--- src/spq_pkg.sv ---
`timescale 1ns / 1ps
// Shared types and constants for the sorted priority queue.
// No dependencies; every other file imports this package.
package spq_pkg;

    // Field widths fixed by the item format
    localparam int VALUE_W = 32;
    localparam int OCC_W   = 5;

    // Operation codes carried in the kind field
    localparam logic KIND_ENQ = 1'b0;
    localparam logic KIND_DEQ = 1'b1;

    typedef logic signed [VALUE_W-1:0] value_t;
    typedef logic [OCC_W-1:0]          occ_t;

    // Controller states
    typedef enum logic [1:0] {
        ST_IDLE,
        ST_SCAN,
        ST_DEQ,
        ST_EMIT
    } spq_state_t;

    // Commands from the controller to the datapath
    typedef struct packed {
        logic accept;      // request channel may complete a transaction
        logic enq_direct;  // enqueue into an empty store
        logic start_scan;  // begin the insertion walk from the tail
        logic scan_shift;  // move one entry up one slot, step toward the head
        logic scan_put;    // write the new value into the open slot
        logic start_deq;   // read the head entry
        logic deq_take;    // pop the head entry
        logic flag_over;   // enqueue into a full store
        logic flag_under;  // dequeue from an empty store
        logic emit;        // load the pending result into the output register
    } spq_cmd_t;

    // Status from the datapath to the controller
    typedef struct packed {
        logic in_valid;
        logic in_kind;
        logic full;
        logic empty;
        logic scan_stop;   // insertion slot found
        logic out_free;    // output register can take a result this cycle
    } spq_status_t;

endpackage

--- src/spq_ctrl.sv ---
`timescale 1ns / 1ps
// Controller state machine for the sorted priority queue.
// Depends on spq_pkg; drives the datapath through spq_cmd_t.
module spq_ctrl
    import spq_pkg::*;
(
    input  logic        clk,
    input  logic        rst_n,
    input  spq_status_t status,
    output spq_cmd_t    cmd
);

    spq_state_t state_reg;
    spq_state_t state_next;

    // Hold state
    always_ff @(posedge clk or negedge rst_n)
    begin
        if (!rst_n)
        begin
            state_reg <= ST_IDLE;
        end
        else
        begin
            state_reg <= state_next;
        end
    end

    // Next state
    always_comb
    begin
        state_next = state_reg;
        unique case (state_reg)
            ST_IDLE:
            begin
                if (status.in_valid)
                begin
                    if (status.in_kind == KIND_ENQ)
                    begin
                        state_next = (status.full || status.empty) ? ST_EMIT : ST_SCAN;
                    end
                    else
                    begin
                        state_next = status.empty ? ST_EMIT : ST_DEQ;
                    end
                end
            end
            ST_SCAN:
            begin
                if (status.scan_stop)
                begin
                    state_next = ST_EMIT;
                end
            end
            ST_DEQ:
            begin
                state_next = ST_EMIT;
            end
            ST_EMIT:
            begin
                if (status.out_free)
                begin
                    state_next = ST_IDLE;
                end
            end
            default:
            begin
                state_next = ST_IDLE;
            end
        endcase
    end

    // Commands
    always_comb
    begin
        cmd = '0;
        unique case (state_reg)
            ST_IDLE:
            begin
                cmd.accept = 1'b1;
                if (status.in_valid)
                begin
                    if (status.in_kind == KIND_ENQ)
                    begin
                        priority if (status.full)
                        begin
                            cmd.flag_over = 1'b1;
                        end
                        else if (status.empty)
                        begin
                            cmd.enq_direct = 1'b1;
                        end
                        else
                        begin
                            cmd.start_scan = 1'b1;
                        end
                    end
                    else
                    begin
                        if (status.empty)
                        begin
                            cmd.flag_under = 1'b1;
                        end
                        else
                        begin
                            cmd.start_deq = 1'b1;
                        end
                    end
                end
            end
            ST_SCAN:
            begin
                cmd.scan_put   = status.scan_stop;
                cmd.scan_shift = !status.scan_stop;
            end
            ST_DEQ:
            begin
                cmd.deq_take = 1'b1;
            end
            ST_EMIT:
            begin
                cmd.emit = status.out_free;
            end
            default:
            begin
                cmd = '0;
            end
        endcase
    end

endmodule

--- config.mk ---
export PLATFORM = sky130hd
export DESIGN_NAME = spq_ctrl
export DESIGN_NICKNAME = d
export VERILOG_FILES = /design/src/spq_pkg.sv /design/src/spq_ctrl.sv
export SDC_FILE = /design/constraint.sdc
export NUM_CORES = 1
export LEC_CHECK = 0
export CORE_AREA = 2 2 39 41
export DETAILED_ROUTE_END_ITERATION = 8
export DIE_AREA = 0 0 41 43
export DONT_BUFFER_PORTS = 1
export PLACE_DENSITY = 0.39
export SLEW_MARGIN = 20
export SYNTH_ARGS = -nofsm -noshare
export SYNTH_HDL_FRONTEND = slang
export SYNTH_SLANG_ARGS = --single-unit
--- constraint.sdc ---
create_clock -name clk -period 4.5 [get_ports clk]
set_input_delay 0.45 -clock clk [delete_from_list [all_inputs] [get_ports clk]]
set_output_delay 0.45 -clock clk [all_outputs]
set_load 0.01 [all_outputs]
### Word level (Yosys, flattened, before mapping)

Cells that the tools add are included.

| operators by class | value |
|---|---|
| eq/ne operators | 6 |
| muxes and demuxes | 24 |
| reductions and logical operators | 4 |

Operators with widths:

| operator | number |
|---|---|
| $mux W2 | 11 |
| $mux W1 | 11 |
| $pmux W2 S4 | 1 |
| $ne A2 B2 Y1 const B | 3 |
| $eq A2 B2 Y1 const B | 2 |
| $mux W3 | 1 |
| $reduce_and A3 Y1 | 1 |
| $eq A2 B1 Y1 const B | 1 |
| $logic_not A2 Y1 | 1 |
| $logic_not A1 Y1 | 1 |
| $logic_or A1 B1 Y1 | 1 |

| storage, ports and cells | value |
|---|---|
| register bits after elaboration | 2 |
| output and inout port bits | 10 |
| logic and storage cells | 35 |

### Longest topological paths before layout

| depth | value |
|---|---|
| word-level depth | 5 |
| depth in mapped cells | 5 |
| mapped depth without buffers | 5 |

### Worst setup path before layout

Ideal clock, no wire load.

| path | value |
|---|---|
| path type | flip-flop to output port |
| start point | register state_reg[0] |
| end point | output cmd[7] in the netlist's numbering |
| arrival time | 1.234 ns |
| required time | 4.050 ns |
| slack | 2.816 ns |
| cell stages (with the launch flop) | 5 |
| path buffers | 0 |
| cell sequence | dfrtp_1 -> inv_1 -> ha_1 -> nand2_1 -> nor4_1 |

RTL lines:

| element | RTL line | source |
|---|---|---|
| from (decl) | spq_ctrl.sv:13 | `spq_state_t state_reg;` |
| from (signal assigned) | spq_ctrl.sv:25 | `state_reg <= state_next;` |
| to (decl) | spq_ctrl.sv:10 | `output spq_cmd_t cmd` |

==> impl_results.md <==
* Final Hold Viols at 0
* Most utilized layer in the global route result: met2
* Syn_nets at 39
* Total number of yosys warnings at 0
* Portion of netlist area occupied by mux cells at 0.09375
* Largest register FFs at 2
* Pin count of the biggest net entering global routing at 8
* Detailed Route WL at approximately 520 µm
* Number of cells on the worst reg-to-reg path at 4
* Minimum clock period after layout at 2.050 ns
* Routability congestion estimate from global placement at approximately 0.58
* # placed instances at between 40 and 50
* Global-route track usage on met2 at 0.1156
* Worst hold-check path type: input pin to asynchronous set/reset pin
* Synth Area in Simple Gates at 0.3229
* Die span in x at 41 µm
* Pre-Repair DR Iteration Count at 1
* Minimum setup slack in the final design at between 2 and 2.5 ns
* Setup TNS at 0 ns
* Largest voltage drop on the vdd net at 187.0 µV
* Ranking of synthesized cells by instance count: 4 x sky130_fd_sc_hd__ha_1, 4 x sky130_fd_sc_hd__inv_1
* Hold_buf cts at 1
* Number of rows created at floorplan at 14
* Number of buffers inserted during clock tree synthesis at 3
* Global-route usage over all layers at 0.06928
* Total cell area at the placement stage at roughly 260 µm²
* XOR/XNOR share of the synthesized area at 0
* Area contributors post-synth: sky130_fd_sc_hd__dfrtp_1 21%, sky130_fd_sc_hd__ha_1 21%, sky130_fd_sc_hd__mux2_2 9.4%
* Antenna violations before repair at 0
* Run status: completed
* Setup violators final at 0
* Clock network power share at 0.216
* Synth async-reset ratio at 1.000
* Yosys top cell area share at 0.2083
* Number of distinct library cells after synthesis at 13
* Count of vias placed by the detailed router at around 210
* Layout Cells excl Fill at 47
* RSZ-0062 raised after global routing: no
* Final design instance area without fill at 292.8 µm²
* Placeable core region at approximately 1400 µm²
* Fin nets at 45
* Mean number of vias per cell at 4.489
* Number of diodes at 0
* Number of DRC markers after the initial detailed-route iteration at 0
* Wire per inst at ~11 µm
* Count of pins over their slew limit at 0
* Global routing usage on met1 at 0.04502
* Net switching power at 0.00007742 W
* Main synth FF type: sky130_fd_sc_hd__dfrtp_1
* Dominant cell type by area after synthesis: sky130_fd_sc_hd__dfrtp_1
* Max-cap check violation count at 0
* CP Capture Type: output pin
* Filler cell count at approximately 160
* Critical path start-end classification: flop to output pin
* Largest family of logic cells by synthesized area: simple AND/OR/NAND/NOR gates
* R2r setup slk at ~2.9 ns
* Required @ worst endpoint at slightly above 4 ns
* Met3 usage in global routing at 0.01571
* Max H-tree Level at 1
* Number of instances in the synthesized netlist at 27
* Worst-path maximum fanout at 7
* GRT Residual Overflow at 0
* Worst setup slack before clock tree synthesis at 2.656 ns
* CTS clk-pin slew, worst paths at 0.03 ns
* Global-route wire length before repair at 738 µm
* Number of clock sinks seen by CTS at 2
* Latest clock arrival within the worst-skew pair at 0.23 ns
* Die Area at approximately 1800 µm²
* Final cycle utilization of the critical path at 0.4556
* DRC violation count after routing at 0
* Max Fclk at around 0.49 GHz
* Power per standard cell area at 638.2 nW/µm²
* Remaining antenna violation count at 0
* Effective utilization at floorplan at 0.1736
* Part of the power in registers at 0.204
* Area share of fa/ha/maj cells after synthesis at 0.2083
* Vertical die dimension at between 40 and 50 µm
* Post-cts sizing count at 0
* Post-synth EDFFs at 0
* Port Buffer Count at 0
* Seq/Total Area, Yosys at 0.2083
* Count of pins on the block boundary at 18
* Synthesized-area fraction occupied by ao, oa, aoi and oai cells at 0.1042
* Area Growth Syn to Fin at 21.88%
* Post-synthesis average cell area at a little under 9 µm²
* Clk Tree Root Cell: sky130_fd_sc_hd__clkbuf_4
* Setup crit start kind: flop
* Worst flop-to-flop path endpoint: state_reg[0]$_DFFE_PN0P_
* Post-route worst hold slack at between 0.4 and 0.5 ns
* Number of synthesized register bits at 2
* Largest clock skew in the final design at 0.001376 ns
* Share of total power consumed by net switching at 0.4143
* Maximum count of clock buffers along a single path at 2
* Max-Slew Margin vs Limit at 0.6538
* TritonCTS clock tree: built
* Relative contribution of combinational cells to total power at 0.580
* Post-synthesis instance area at 240.2 µm²
* Number of post-CTS setup repair buffers at 0
* Via count of the first global-routing pass at about 200
* Startpoint of the worst-slack reg-to-reg timing path: state_reg[0]$_DFFE_PN0P_
* Critical path arrival at 1.60 ns
* Measured slew at the worst slew-check pin at roughly 0.51 ns
* Internal Dissipation at around 0.00011 W
* Layout cells sized above 1 at 0.2581
* Leakage power total at 0.1329 nW
[metrics by stage]
step                        util  total power (W)
after floorplan                -        0.0001290
after global placement    0.1881        0.0001445
after detailed placement  0.1881        0.0001506
after CTS                 0.2116        0.0001944
after global routing      0.2116        0.0002075
final                     0.2116        0.0001869
[worst max path at each step]
stage / start / to / cells past startpoint
floorplan: state_reg[0]$_DFFE_PN0P_ / cmd[7] / 4
global placement: state_reg[0]$_DFFE_PN0P_ / cmd[7] / 4
detailed placement: state_reg[0]$_DFFE_PN0P_ / cmd[7] / 4
CTS: state_reg[0]$_DFFE_PN0P_ / cmd[7] / 4
global route: state_reg[0]$_DFFE_PN0P_ / cmd[7] / 4
finish: state_reg[0]$_DFFE_PN0P_ / cmd[7] / 4
[metal layers]
| metal | vias to the layer above | wire (µm) |
|---|---|---|
| li1 | 102 | - |
| met1 | 97 | 150 |
| met4 | 0 | 14 |
| met2 | 10 | 292 |
| met5 | - | 0 |
| met3 | 2 | 58 |
[critical path, stage by stage, from the launching register on]
cell,delay [ns]
sky130_fd_sc_hd__dfrtp_1,0.40
sky130_fd_sc_hd__inv_1,0.10
sky130_fd_sc_hd__ha_1,0.33
sky130_fd_sc_hd__nand2_1,0.14
sky130_fd_sc_hd__nor4_1,0.41
[cell type report]
cell class,instances,area [µm²],area share
multi-input cells,21,175.2,0.5983
flip-flops and latches,2,50.05,0.1709
clock buffers,3,22.52,0.07692
well taps,16,20.02,0.06838
inverters,4,15.01,0.05128
repair buffers,1,10.01,0.03419
[power groups by stage]
stage	Combinational, W	Clock, W	Sequential, W
2_1_floorplan	0.0000928	0	0.0000362
6_report	0.000108	0.0000403	0.0000382
3_5_place_dp	0.000112	0	0.0000387
5_1_grt	0.000123	0.0000443	0.0000400
4_1_cts	0.000113	0.0000431	0.0000384
3_3_place_gp	0.000107	0	0.0000376
[cells by family after synthesis]
group,after synthesis
buf+inv,4
flops,2
fa+ha+maj,4
mux,2
compound gates,3
simple gates,12
[layout by cell type (no fill, tap or decap)]
master / count
sky130_fd_sc_hd__nor4_1: 1
sky130_fd_sc_hd__dlygate4sd3_1: 1
sky130_fd_sc_hd__clkbuf_4: 3
sky130_fd_sc_hd__nor3b_1: 2
sky130_fd_sc_hd__ha_1: 4
sky130_fd_sc_hd__dfrtp_1: 2
sky130_fd_sc_hd__nand2_1: 1
sky130_fd_sc_hd__a221oi_2: 1
sky130_fd_sc_hd__nor2_1: 2
sky130_fd_sc_hd__a21oi_1: 2
sky130_fd_sc_hd__nor2b_1: 2
sky130_fd_sc_hd__mux2_2: 2
sky130_fd_sc_hd__and2_1: 2
sky130_fd_sc_hd__and4_2: 2
sky130_fd_sc_hd__inv_1: 4
No activity file was read; power rests on OpenSTA's default activity.
